[config.mk]
export PLATFORM = sky130hd
export DESIGN_NAME = flash_record_log_slot_manager
export DESIGN_NICKNAME = d
export VERILOG_FILES = /design/src/rtl/frlsm_pkg.sv /design/src/rtl/flash_record_log_slot_manager.sv
export VERILOG_INCLUDE_DIRS = /design/src /design/src/rtl
export SDC_FILE = /design/constraint.sdc
export NUM_CORES = 1
export LEC_CHECK = 0
export ABC_AREA = 1
export BUFFER_PORTS_ARGS = -buffer_cell sky130_fd_sc_hd__buf_2
export CORE_ASPECT_RATIO = 0.7
export CORE_MARGIN = 3
export CORE_UTILIZATION = 39
export DETAILED_ROUTE_END_ITERATION = 6
export HOLD_SLACK_MARGIN = 0.06
export PLACE_DENSITY_LB_ADDON = 0.15
export SLEW_MARGIN = 10
export SYNTH_ARGS = -nofsm -noshare
export SYNTH_HDL_FRONTEND = slang
export SYNTH_SLANG_ARGS = --single-unit
[constraint.sdc]
create_clock -name clock -period 5.5 [get_ports clock]
set_clock_uncertainty 0.2 [all_clocks]
set_input_delay 1.1 -clock clock [delete_from_list [all_inputs] [get_ports clock]]
set_output_delay 1.1 -clock clock [all_outputs]
set_load 0.1 [all_outputs]
[src/rtl/flash_record_log_slot_manager_defines.svh]
// Assertion macros shared by the slot manager RTL.
`ifndef FLASH_RECORD_LOG_SLOT_MANAGER_DEFINES_SVH
`define FLASH_RECORD_LOG_SLOT_MANAGER_DEFINES_SVH

// Same-cycle implication, checked on every clock edge outside reset.
`define FRLSM_ASSERT(lbl, ante, cons, msg) \
   lbl: assert property (@(posedge clock) disable iff (reset) (ante) |-> (cons)) else $error(msg);

// Next-cycle implication.
`define FRLSM_ASSERT_NEXT(lbl, ante, cons, msg) \
   lbl: assert property (@(posedge clock) disable iff (reset) (ante) |=> (cons)) else $error(msg);

`endif

[src/rtl/frlsm_pkg.sv]
// Request, status and command codes and sizing defaults for the slot manager.
package frlsm_pkg;

   localparam int SLOTS_PER_PAGE_DEFAULT = 3;
   localparam int PAGE_COUNT = 2;

   localparam logic [2:0] REQ_SCAN    = 3'd0;
   localparam logic [2:0] REQ_RESOLVE = 3'd1;
   localparam logic [2:0] REQ_SAVE    = 3'd2;
   localparam logic [2:0] REQ_COMMIT  = 3'd3;
   localparam logic [2:0] REQ_ERASED  = 3'd4;
   localparam logic [2:0] REQ_COMPACT = 3'd5;

   localparam logic [3:0] ST_DONE      = 4'd0;
   localparam logic [3:0] ST_CURRENT   = 4'd1;
   localparam logic [3:0] ST_EMPTY     = 4'd2;
   localparam logic [3:0] ST_CORRUPT   = 4'd3;
   localparam logic [3:0] ST_STALE     = 4'd4;
   localparam logic [3:0] ST_UNCHANGED = 4'd5;
   localparam logic [3:0] ST_FULL      = 4'd6;
   localparam logic [3:0] ST_PROGRAM   = 4'd7;
   localparam logic [3:0] ST_WRITTEN   = 4'd8;
   localparam logic [3:0] ST_FAILED    = 4'd9;

   localparam logic [1:0] CMD_NONE    = 2'd0;
   localparam logic [1:0] CMD_ERASE   = 2'd1;
   localparam logic [1:0] CMD_PROGRAM = 2'd2;

endpackage

[src/rtl/flash_record_log_slot_manager.sv]
// Slot manager for a two-page flash record log: slot table, resolve, save and compaction.
//
//  channel  | ports                         | handshake
//  ---------+-------------------------------+-------------------------------------
//  request  | start, busy, req_*            | taken when start=1 and busy=0
//  result   | rsp_valid, rsp_*              | one-cycle strobe, rsp_last ends item
//
// Scan, commit and an unchanged save answer in the cycle after the item is taken.
// Resolve and compaction walk every slot, one slot a cycle; save walks up to
// every slot; page erase walks SLOTS_PER_PAGE_N slots.
// Compaction then issues up to three results on consecutive cycles.
// Synchronous active-high reset marks every slot erased and clears the record.
// Results cannot be stalled; busy stays high while a walk or plan runs.
`include "flash_record_log_slot_manager_defines.svh"

module flash_record_log_slot_manager
   import frlsm_pkg::*;
#(
   parameter int SLOTS_PER_PAGE_N = SLOTS_PER_PAGE_DEFAULT
) (
   input  logic        clock,
   input  logic        reset,
   input  logic        start,
   output logic        busy,
   input  logic [2:0]  req_type,
   input  logic [2:0]  req_slot_index,
   input  logic        req_is_erased,
   input  logic        req_is_valid,
   input  logic        req_has_magic,
   input  logic        req_version_match,
   input  logic [31:0] req_seq_in,
   input  logic        req_same_as_current,
   input  logic        req_write_ok,
   input  logic        req_page_index,
   output logic        rsp_valid,
   output logic [3:0]  rsp_status,
   output logic [1:0]  rsp_command,
   output logic [2:0]  rsp_slot_out,
   output logic        rsp_page_out,
   output logic [31:0] rsp_seq_out,
   output logic [2:0]  rsp_free_count,
   output logic        rsp_needs_compact,
   output logic        rsp_last
);

   localparam int NSLOT = SLOTS_PER_PAGE_N * PAGE_COUNT;
   localparam int SW = $clog2(NSLOT);
   localparam int FW = $clog2(NSLOT + 1);
   localparam int WW = SW + 3;
   localparam logic [SW-1:0] S_IDX = SW'(SLOTS_PER_PAGE_N);
   localparam logic [SW-1:0] LAST_IDX = SW'(NSLOT - 1);
   localparam logic [SW-1:0] PAGE_STEPS = SW'(SLOTS_PER_PAGE_N - 1);
   localparam logic [FW-1:0] NSLOT_F = FW'(NSLOT);
   localparam logic [WW-1:0] NSLOT_W = WW'(NSLOT);

   localparam logic [1:0] S_IDLE = 2'd0;
   localparam logic [1:0] S_WALK = 2'd1;
   localparam logic [1:0] S_PLAN = 2'd2;

   // slot table
   logic [NSLOT-1:0] erased_ff, valid_ff, magic_ff, ver_ff;
   logic [31:0]      seq_mem [NSLOT];

   // record state
   logic          have_cur_ff, have_cur_in;
   logic [SW-1:0] cur_slot_ff, cur_slot_in;
   logic [31:0]   cur_seq_ff, cur_seq_in;
   logic [SW-1:0] pend_slot_ff, pend_slot_in;
   logic [31:0]   pend_seq_ff, pend_seq_in;

   // sequencer
   logic [1:0]    state_ff, state_in;
   logic [2:0]    op_ff, op_in;
   logic [SW-1:0] idx_ff, idx_in;
   logic [SW-1:0] cnt_ff, cnt_in;
   logic          found_ff, found_in;
   logic [SW-1:0] best_ff, best_in;
   logic [31:0]   bseq_ff, bseq_in;
   logic          best_er_ff, best_er_in;
   logic          mag_ff, mag_in;
   logic          magver_ff, magver_in;
   logic [FW-1:0] free_ff, free_in;
   logic          d0_ff, d0_in, d1_ff, d1_in, crowd_ff, crowd_in;
   logic [2:0]    plan_ff, plan_in;
   logic          pa_ff, pa_in, pc_ff, pc_in;

   // result register
   logic          rsp_valid_ff, rsp_valid_in;
   logic [3:0]    rsp_status_ff, rsp_status_in;
   logic [1:0]    rsp_command_ff, rsp_command_in;
   logic [2:0]    rsp_slot_ff, rsp_slot_in;
   logic          rsp_page_ff, rsp_page_in;
   logic [31:0]   rsp_seq_ff, rsp_seq_in;
   logic [2:0]    rsp_free_ff, rsp_free_in;
   logic          rsp_nc_ff, rsp_nc_in;
   logic          rsp_last_ff, rsp_last_in;

   logic          accept;
   logic [WW-1:0] scan_wide;
   logic [SW-1:0] scan_idx;
   logic          scan_ok;

   assign accept    = start && (state_ff == S_IDLE);
   assign busy      = (state_ff != S_IDLE);
   assign scan_wide = {{SW{1'b0}}, req_slot_index};
   assign scan_idx  = scan_wide[SW-1:0];
   assign scan_ok   = (scan_wide < NSLOT_W);

   // slot index to the 3-bit result field
   function automatic logic [2:0] slot3(input logic [SW-1:0] s);
      logic [WW-1:0] w;
      w = {3'b000, s};
      return w[2:0];
   endfunction

   // next-state logic of the sequencer and the shared compare/count step
   always_comb begin
      logic          v, e;
      logic [31:0]   sq, diff;
      logic          newer;
      logic [FW-1:0] nonerased;
      logic [WW-1:0] fx;
      logic          oth, curpg, pg;
      logic [2:0]    rest;

      state_in = state_ff;  op_in = op_ff;  idx_in = idx_ff;  cnt_in = cnt_ff;
      found_in = found_ff;  best_in = best_ff;  bseq_in = bseq_ff;
      best_er_in = best_er_ff;  mag_in = mag_ff;  magver_in = magver_ff;
      free_in = free_ff;  d0_in = d0_ff;  d1_in = d1_ff;  crowd_in = crowd_ff;
      plan_in = plan_ff;  pa_in = pa_ff;  pc_in = pc_ff;
      have_cur_in = have_cur_ff;  cur_slot_in = cur_slot_ff;  cur_seq_in = cur_seq_ff;
      pend_slot_in = pend_slot_ff;  pend_seq_in = pend_seq_ff;
      rsp_valid_in = 1'b0;  rsp_status_in = ST_DONE;  rsp_command_in = CMD_NONE;
      rsp_slot_in = 3'd0;  rsp_page_in = 1'b0;  rsp_seq_in = 32'd0;
      rsp_free_in = 3'd0;  rsp_nc_in = 1'b0;  rsp_last_in = 1'b0;

      v = valid_ff[idx_ff];
      e = erased_ff[idx_ff];
      sq = seq_mem[idx_ff];
      diff = sq - bseq_ff;
      newer = !found_ff || ((diff != 32'd0) && !diff[31]);
      pg = (idx_ff >= S_IDX);
      curpg = (cur_slot_ff >= S_IDX);
      oth = !curpg;
      nonerased = '0;
      fx = '0;
      rest = 3'd0;

      case (state_ff)
         S_IDLE: begin
            if (accept) begin
               op_in = req_type;
               case (req_type)
                  REQ_SCAN: begin
                     rsp_valid_in = 1'b1;
                     rsp_last_in = 1'b1;
                  end
                  REQ_RESOLVE, REQ_COMPACT: begin
                     idx_in = '0;  cnt_in = LAST_IDX;
                     found_in = 1'b0;  mag_in = 1'b0;  magver_in = 1'b0;
                     free_in = '0;  best_in = '0;  bseq_in = '0;  best_er_in = 1'b0;
                     d0_in = 1'b0;  d1_in = 1'b0;  crowd_in = 1'b0;
                     state_in = S_WALK;
                  end
                  REQ_SAVE: begin
                     if (have_cur_ff && req_same_as_current) begin
                        rsp_valid_in = 1'b1;  rsp_last_in = 1'b1;
                        rsp_status_in = ST_UNCHANGED;
                        rsp_slot_in = slot3(cur_slot_ff);
                        rsp_seq_in = cur_seq_ff;
                     end else begin
                        if (!have_cur_ff || cur_slot_ff == LAST_IDX)
                           idx_in = '0;
                        else
                           idx_in = cur_slot_ff + SW'(1);
                        cnt_in = LAST_IDX;
                        state_in = S_WALK;
                     end
                  end
                  REQ_COMMIT: begin
                     rsp_valid_in = 1'b1;  rsp_last_in = 1'b1;
                     rsp_slot_in = slot3(pend_slot_ff);
                     rsp_seq_in = pend_seq_ff;
                     if (req_write_ok) begin
                        rsp_status_in = ST_WRITTEN;
                        have_cur_in = 1'b1;
                        cur_slot_in = pend_slot_ff;
                        cur_seq_in = pend_seq_ff;
                     end else begin
                        rsp_status_in = ST_FAILED;
                     end
                  end
                  REQ_ERASED: begin
                     idx_in = req_page_index ? S_IDX : '0;
                     cnt_in = PAGE_STEPS;
                     state_in = S_WALK;
                  end
                  default: begin
                     op_in = op_ff;
                  end
               endcase
            end
         end

         S_WALK: begin
            cnt_in = cnt_ff - SW'(1);
            idx_in = idx_ff + SW'(1);
            case (op_ff)
               REQ_RESOLVE: begin
                  if (v && newer) begin
                     found_in = 1'b1;  best_in = idx_ff;  bseq_in = sq;  best_er_in = e;
                  end
                  if (!mag_ff && magic_ff[idx_ff]) begin
                     mag_in = 1'b1;  magver_in = ver_ff[idx_ff];
                  end
                  if (e) free_in = free_ff + FW'(1);
                  if (cnt_ff == '0) begin
                     state_in = S_IDLE;
                     have_cur_in = found_in;
                     nonerased = NSLOT_F - free_in;
                     fx = {{(WW-FW){1'b0}}, free_in};
                     rsp_valid_in = 1'b1;  rsp_last_in = 1'b1;
                     rsp_free_in = (fx > WW'(7)) ? 3'd7 : fx[2:0];
                     if (found_in) begin
                        cur_slot_in = best_in;  cur_seq_in = bseq_in;
                        rsp_status_in = ST_CURRENT;
                        rsp_slot_in = slot3(best_in);
                        rsp_seq_in = bseq_in;
                        rsp_nc_in = (nonerased - (best_er_in ? FW'(0) : FW'(1))) != '0;
                     end else begin
                        rsp_nc_in = (nonerased != '0);
                        if (mag_in)
                           rsp_status_in = magver_in ? ST_CORRUPT : ST_STALE;
                        else
                           rsp_status_in = ST_EMPTY;
                     end
                  end
               end
               REQ_SAVE: begin
                  if (idx_ff == LAST_IDX) idx_in = '0;
                  if (e) begin
                     state_in = S_IDLE;
                     pend_slot_in = idx_ff;
                     pend_seq_in = have_cur_ff ? (cur_seq_ff + 32'd1) : 32'd1;
                     rsp_valid_in = 1'b1;  rsp_last_in = 1'b1;
                     rsp_status_in = ST_PROGRAM;
                     rsp_slot_in = slot3(idx_ff);
                     rsp_seq_in = pend_seq_in;
                  end else if (cnt_ff == '0) begin
                     state_in = S_IDLE;
                     rsp_valid_in = 1'b1;  rsp_last_in = 1'b1;
                     rsp_status_in = ST_FULL;
                  end
               end
               REQ_ERASED: begin
                  if (have_cur_ff && cur_slot_ff == idx_ff) have_cur_in = 1'b0;
                  if (cnt_ff == '0) begin
                     state_in = S_IDLE;
                     rsp_valid_in = 1'b1;  rsp_last_in = 1'b1;
                  end
               end
               default: begin
                  // compaction survey
                  if (!e) begin
                     if (pg) d1_in = 1'b1;
                     else d0_in = 1'b1;
                     if (have_cur_ff && idx_ff != cur_slot_ff && pg == curpg)
                        crowd_in = 1'b1;
                  end
                  if (cnt_ff == '0) begin
                     if (!have_cur_ff) begin
                        pa_in = 1'b0;  pc_in = 1'b1;
                        plan_in = {d1_in, 1'b0, d0_in};
                     end else begin
                        pa_in = oth;  pc_in = curpg;
                        plan_in = {crowd_in, crowd_in, oth ? d1_in : d0_in};
                        if (crowd_in) begin
                           pend_slot_in = oth ? S_IDX : '0;
                           pend_seq_in = cur_seq_ff + 32'd1;
                        end
                     end
                     if (plan_in == 3'd0) begin
                        state_in = S_IDLE;
                        rsp_valid_in = 1'b1;  rsp_last_in = 1'b1;
                     end else begin
                        state_in = S_PLAN;
                     end
                  end
               end
            endcase
         end

         S_PLAN: begin
            rsp_valid_in = 1'b1;
            if (plan_ff[0]) begin
               rest = {plan_ff[2:1], 1'b0};
               rsp_command_in = CMD_ERASE;  rsp_page_in = pa_ff;
            end else if (plan_ff[1]) begin
               rest = {plan_ff[2], 2'b00};
               rsp_command_in = CMD_PROGRAM;  rsp_status_in = ST_PROGRAM;
               rsp_slot_in = slot3(pend_slot_ff);  rsp_seq_in = pend_seq_ff;
            end else begin
               rest = 3'd0;
               rsp_command_in = CMD_ERASE;  rsp_page_in = pc_ff;
            end
            plan_in = rest;
            rsp_last_in = (rest == 3'd0);
            if (rest == 3'd0) state_in = S_IDLE;
         end

         default: begin
            state_in = S_IDLE;
         end
      endcase
   end

   // control and result registers
   always_ff @(posedge clock) begin
      if (reset) begin
         state_ff <= S_IDLE;
         have_cur_ff <= 1'b0;
         cur_slot_ff <= '0;
         cur_seq_ff <= '0;
         pend_slot_ff <= '0;
         pend_seq_ff <= '0;
         plan_ff <= 3'd0;
         rsp_valid_ff <= 1'b0;
      end else begin
         state_ff <= state_in;
         have_cur_ff <= have_cur_in;
         cur_slot_ff <= cur_slot_in;
         cur_seq_ff <= cur_seq_in;
         pend_slot_ff <= pend_slot_in;
         pend_seq_ff <= pend_seq_in;
         plan_ff <= plan_in;
         rsp_valid_ff <= rsp_valid_in;
      end
   end

   // walk scratch and result payload
   always_ff @(posedge clock) begin
      op_ff <= op_in;  idx_ff <= idx_in;  cnt_ff <= cnt_in;
      found_ff <= found_in;  best_ff <= best_in;  bseq_ff <= bseq_in;
      best_er_ff <= best_er_in;  mag_ff <= mag_in;  magver_ff <= magver_in;
      free_ff <= free_in;  d0_ff <= d0_in;  d1_ff <= d1_in;  crowd_ff <= crowd_in;
      pa_ff <= pa_in;  pc_ff <= pc_in;
      rsp_status_ff <= rsp_status_in;  rsp_command_ff <= rsp_command_in;
      rsp_slot_ff <= rsp_slot_in;  rsp_page_ff <= rsp_page_in;
      rsp_seq_ff <= rsp_seq_in;  rsp_free_ff <= rsp_free_in;
      rsp_nc_ff <= rsp_nc_in;  rsp_last_ff <= rsp_last_in;
   end

   // slot flags: scan, commit and page-erase writes
   always_ff @(posedge clock) begin
      if (reset) begin
         erased_ff <= '1;
         valid_ff <= '0;
         magic_ff <= '0;
         ver_ff <= '0;
      end else if (accept && req_type == REQ_SCAN && scan_ok) begin
         erased_ff[scan_idx] <= req_is_erased;
         valid_ff[scan_idx] <= req_is_valid;
         magic_ff[scan_idx] <= req_has_magic;
         ver_ff[scan_idx] <= req_version_match;
      end else if (accept && req_type == REQ_COMMIT) begin
         erased_ff[pend_slot_ff] <= 1'b0;
         valid_ff[pend_slot_ff] <= req_write_ok;
         magic_ff[pend_slot_ff] <= req_write_ok;
         ver_ff[pend_slot_ff] <= req_write_ok;
      end else if (state_ff == S_WALK && op_ff == REQ_ERASED) begin
         erased_ff[idx_ff] <= 1'b1;
         valid_ff[idx_ff] <= 1'b0;
         magic_ff[idx_ff] <= 1'b0;
         ver_ff[idx_ff] <= 1'b0;
      end
   end

   // slot sequence numbers, only used where the slot is valid
   always_ff @(posedge clock) begin
      if (accept && req_type == REQ_SCAN && scan_ok)
         seq_mem[scan_idx] <= req_seq_in;
      else if (accept && req_type == REQ_COMMIT && req_write_ok)
         seq_mem[pend_slot_ff] <= pend_seq_ff;
   end

   assign rsp_valid = rsp_valid_ff;
   assign rsp_status = rsp_status_ff;
   assign rsp_command = rsp_command_ff;
   assign rsp_slot_out = rsp_slot_ff;
   assign rsp_page_out = rsp_page_ff;
   assign rsp_seq_out = rsp_seq_ff;
   assign rsp_free_count = rsp_free_ff;
   assign rsp_needs_compact = rsp_nc_ff;
   assign rsp_last = rsp_last_ff;

   `FRLSM_ASSERT_NEXT(a_multi_continues, rsp_valid && !rsp_last, rsp_valid, "result train broke")
   `FRLSM_ASSERT_NEXT(a_item_progresses, accept && req_type <= REQ_COMPACT, busy || rsp_valid, "item dropped")
   `FRLSM_ASSERT(a_plan_nonempty, state_ff == S_PLAN, plan_ff != 3'd0, "empty compaction plan")

endmodule
==> out/metrics.yaml <==
gp_congestion: 0.964
synthAdderAreaFrac: 0.0264
port-buffer-count: 96
dieWidth_um: 287
pin_count: 97
finalSetupViolCount: 0
grt_max_degree: 77
met3WireLength_mm: 6.52
core.rowCount: 71
grt_overflow: 0
clk_latency_ns: 0.56
synth_area_leaders: "edfxtp_1 34%, dfxtp_1 14%, nand2_1 12%"
startpoint_type: "flip-flop"
die_y_um: 203
grt_pass1_vias: 18400
hold_viol: 0
ant_nets: 0
avgViaCountPerCell: 5.46
fin_ws_ns: 0.426
cts_tree: "yes"
synth_compound_area_frac: 0.157
hold_path.class: "reg2reg"
crit_family: "simple AND/OR/NAND/NOR gates"
wl_met2_mm: 29.5
finalPower_mw: 14.2
dominantRegCellSynth: "edfxtp_1"
final_nets: 2902
ys_async_sr_fraction: 0
synthCells: 2720
slew_headroom: 0.228
power.leakage_nw: 11.0
synth_mux_area_frac: 0
dp_slack_ns: 0.436
cts.sink_count: 399
drive_gt1_frac: 0.104
rsz0062_at_grt: "no"
synth_most_common_cell: "nand2_1"
hold_start: "ver_ff[1]$_SDFFE_PP0P_"
syn_nets: 2813
yosysSeqAreaShare: 0.485
hpwl_mm: 49.6
syn2layout_area_growth_pct: 14.2
drv_slew: 0
critPathMaxStageDelay_ns: 0.55
wl_met1_mm: 33.6
r2r_slack_ns: 0.43
routed.top_layer: "met5"
post_cts_buffers: 0
peakVddDrop_mv: 0.302
antenna_found_initial: 1
cellPowerDensity_mw_per_mm2: 575
synth-xor-area-share: 0.0158
core_mm2: 0.0543
n_antenna_cell: 0
start_util: 0.398
synth_top_cell_by_area: "edfxtp_1"
min_period_over_period: 0.922
synth-simple-area-share: 0.215
critical_path.most_common_cell: "nand2_1"
critPathMaxFanout: 26
htreeDepth: 2
endpoint_kind: "flip-flop"
synth_top_family_by_area: "simple AND/OR/NAND/NOR gates"
ys_top_cells_by_count: "703 x nand2_1, 433 x inv_1, 248 x edfxtp_1, 198 x a21oi_1"
post_synth_instance_area_mm2: 0.0216
status: "finished clean"
cts_buffers: 43
synth_edf_count: 248
hold_buffers: 0
drcViolationCount: 0
gr-usage-all-layers: 0.243
dieArea_mm2: 0.0583
wl_mm: 72.0
first_pass_iters: 6
arrival_ns: 5.32
critPathBufInv: 3
ys_warn_count: 0
drtIter0Drc: 2255
ys_ff_latch: 399
dr_total_vias: 19500
cap_violations: 0
wire_per_inst_um: 20.2
max_slew.worst_pin.slew_ns: 1.15
clockRootBuffer: "clkbuf_16"
clkSlewWorstSetupHoldPaths_ns: 0.07
grt_pass1_wl_mm: 109
layout_min_cycle_time_ns: 5.07
yosysTopAreaCellShare: 0.345
critical-path-slowest-cell: "o21ai_0"
synth_cell_types: 54
required_ns: 5.75
critical_path_class: "reg2reg"
fmax_mhz: 197
syn_area_per_cell_um2: 7.94
setup_tns_ns: 0
cts_max_path_buffers: 3
-- layout by cell type (no fill, tap or decap), types with 23 or more instances in the layout --
cell type	synthesis	routed
inv_1	433	430
dfxtp_1	151	150
buf_2	17	96
nand3_1	180	180
nand2_1	703	703
clkbuf_16	0	49
xor2_1	33	33
nor3_1	40	38
a22oi_1	51	51
a31oi_1	23	23
o21ai_0	180	179
a21oi_1	198	197
o22ai_1	35	35
ha_1	44	44
nor2_1	126	118
buf_4	3	50
edfxtp_1	248	248
a32o_1	32	32
-- area by class of cell --
type | count | area, um2
flip-flops and latches | 399 | 10500
inverters | 449 | 1690
clock inverters | 18 | 156
multi-input cells | 1759 | 9020
repair buffers | 157 | 1080
well taps | 730 | 913
fillers | 5361 | 29600
clock buffers | 61 | 1330
-- final timing paths --
path | endpoint | cells after the start
worst min-delay path | ver_ff[1]$_SDFFE_PP0P_ | 2
worst max-delay path | rsp_seq_out[10]$_SDFF_PP0_ | 25
worst max register to register | rsp_seq_out[10]$_SDFF_PP0_ | 25
worst min register to register | ver_ff[1]$_SDFFE_PP0P_ | 2
-- where the power goes --
group	switching, mW	internal [mW]	total, mW
clock	1.27	1.79	3.06
sequential	0.254	3.60	3.85
combinational	5.12	2.15	7.27
-- worst min-delay path: stages (launching register included) --
cell and delay [ns]:
dfxtp_1 0.31, nand2_1 0.06, a31oi_1 0.06
-- timing repair --
item | 4_1_cts | 5_1_grt
endpoints found under the setup margin | 0 | 5
gates resized for setup | 0 | 2
endpoints found under the hold margin | 0 | 0
-- sequential cells by signal, summed over array words and instances, names as in the netlist, 2 cells and up, named ones only --
name            cells
seq_mem           192
bseq_ff            32
cur_seq_ff         32
pend_seq_ff        32
rsp_seq_out        32
erased_ff           6
magic_ff            6
valid_ff            6
ver_ff              6
rsp_status          4
best_ff             3
cnt_ff              3
cur_slot_ff         3
free_ff             3
idx_ff              3
op_ff               3
pend_slot_ff        3
plan_ff             3
rsp_free_count      3
rsp_slot_out        3
rsp_command         2
state_ff            2
-- per-layer routing --
layer	vias to the layer above	track usage
met5	-	0
met4	2	0.0790
met3	135	0.0514
met2	872	0.350
met1	9246	0.361
li1	9240	-
-- cells by family (layout without fill, tap and decap cells) --
| group | Yosys count | in the layout |
|---|---|---|
| AND/OR/NAND/NOR | 1109 | 1109 |
| flip-flops | 399 | 399 |
| adder cells (fa/ha/maj) | 45 | 45 |
| AO/OA/AOI/OAI | 566 | 566 |
| buffers and inverters | 562 | 685 |
| XOR/XNOR | 39 | 39 |
-- through the flow --
step | hold WS, ns | instance area, um2 | util | instances
after floorplan | 0.252 | 21600 | - | 2720
after global placement | 0.267 | 23200 | 0.427 | 3494
after detailed placement | 0.268 | 23200 | 0.427 | 3494
after CTS | 0.278 | 24700 | 0.454 | 3573
after global routing | 0.300 | 24700 | 0.454 | 3573
final | 0.279 | 24700 | 0.454 | 3573
Power figures use the tool's default switching activity.
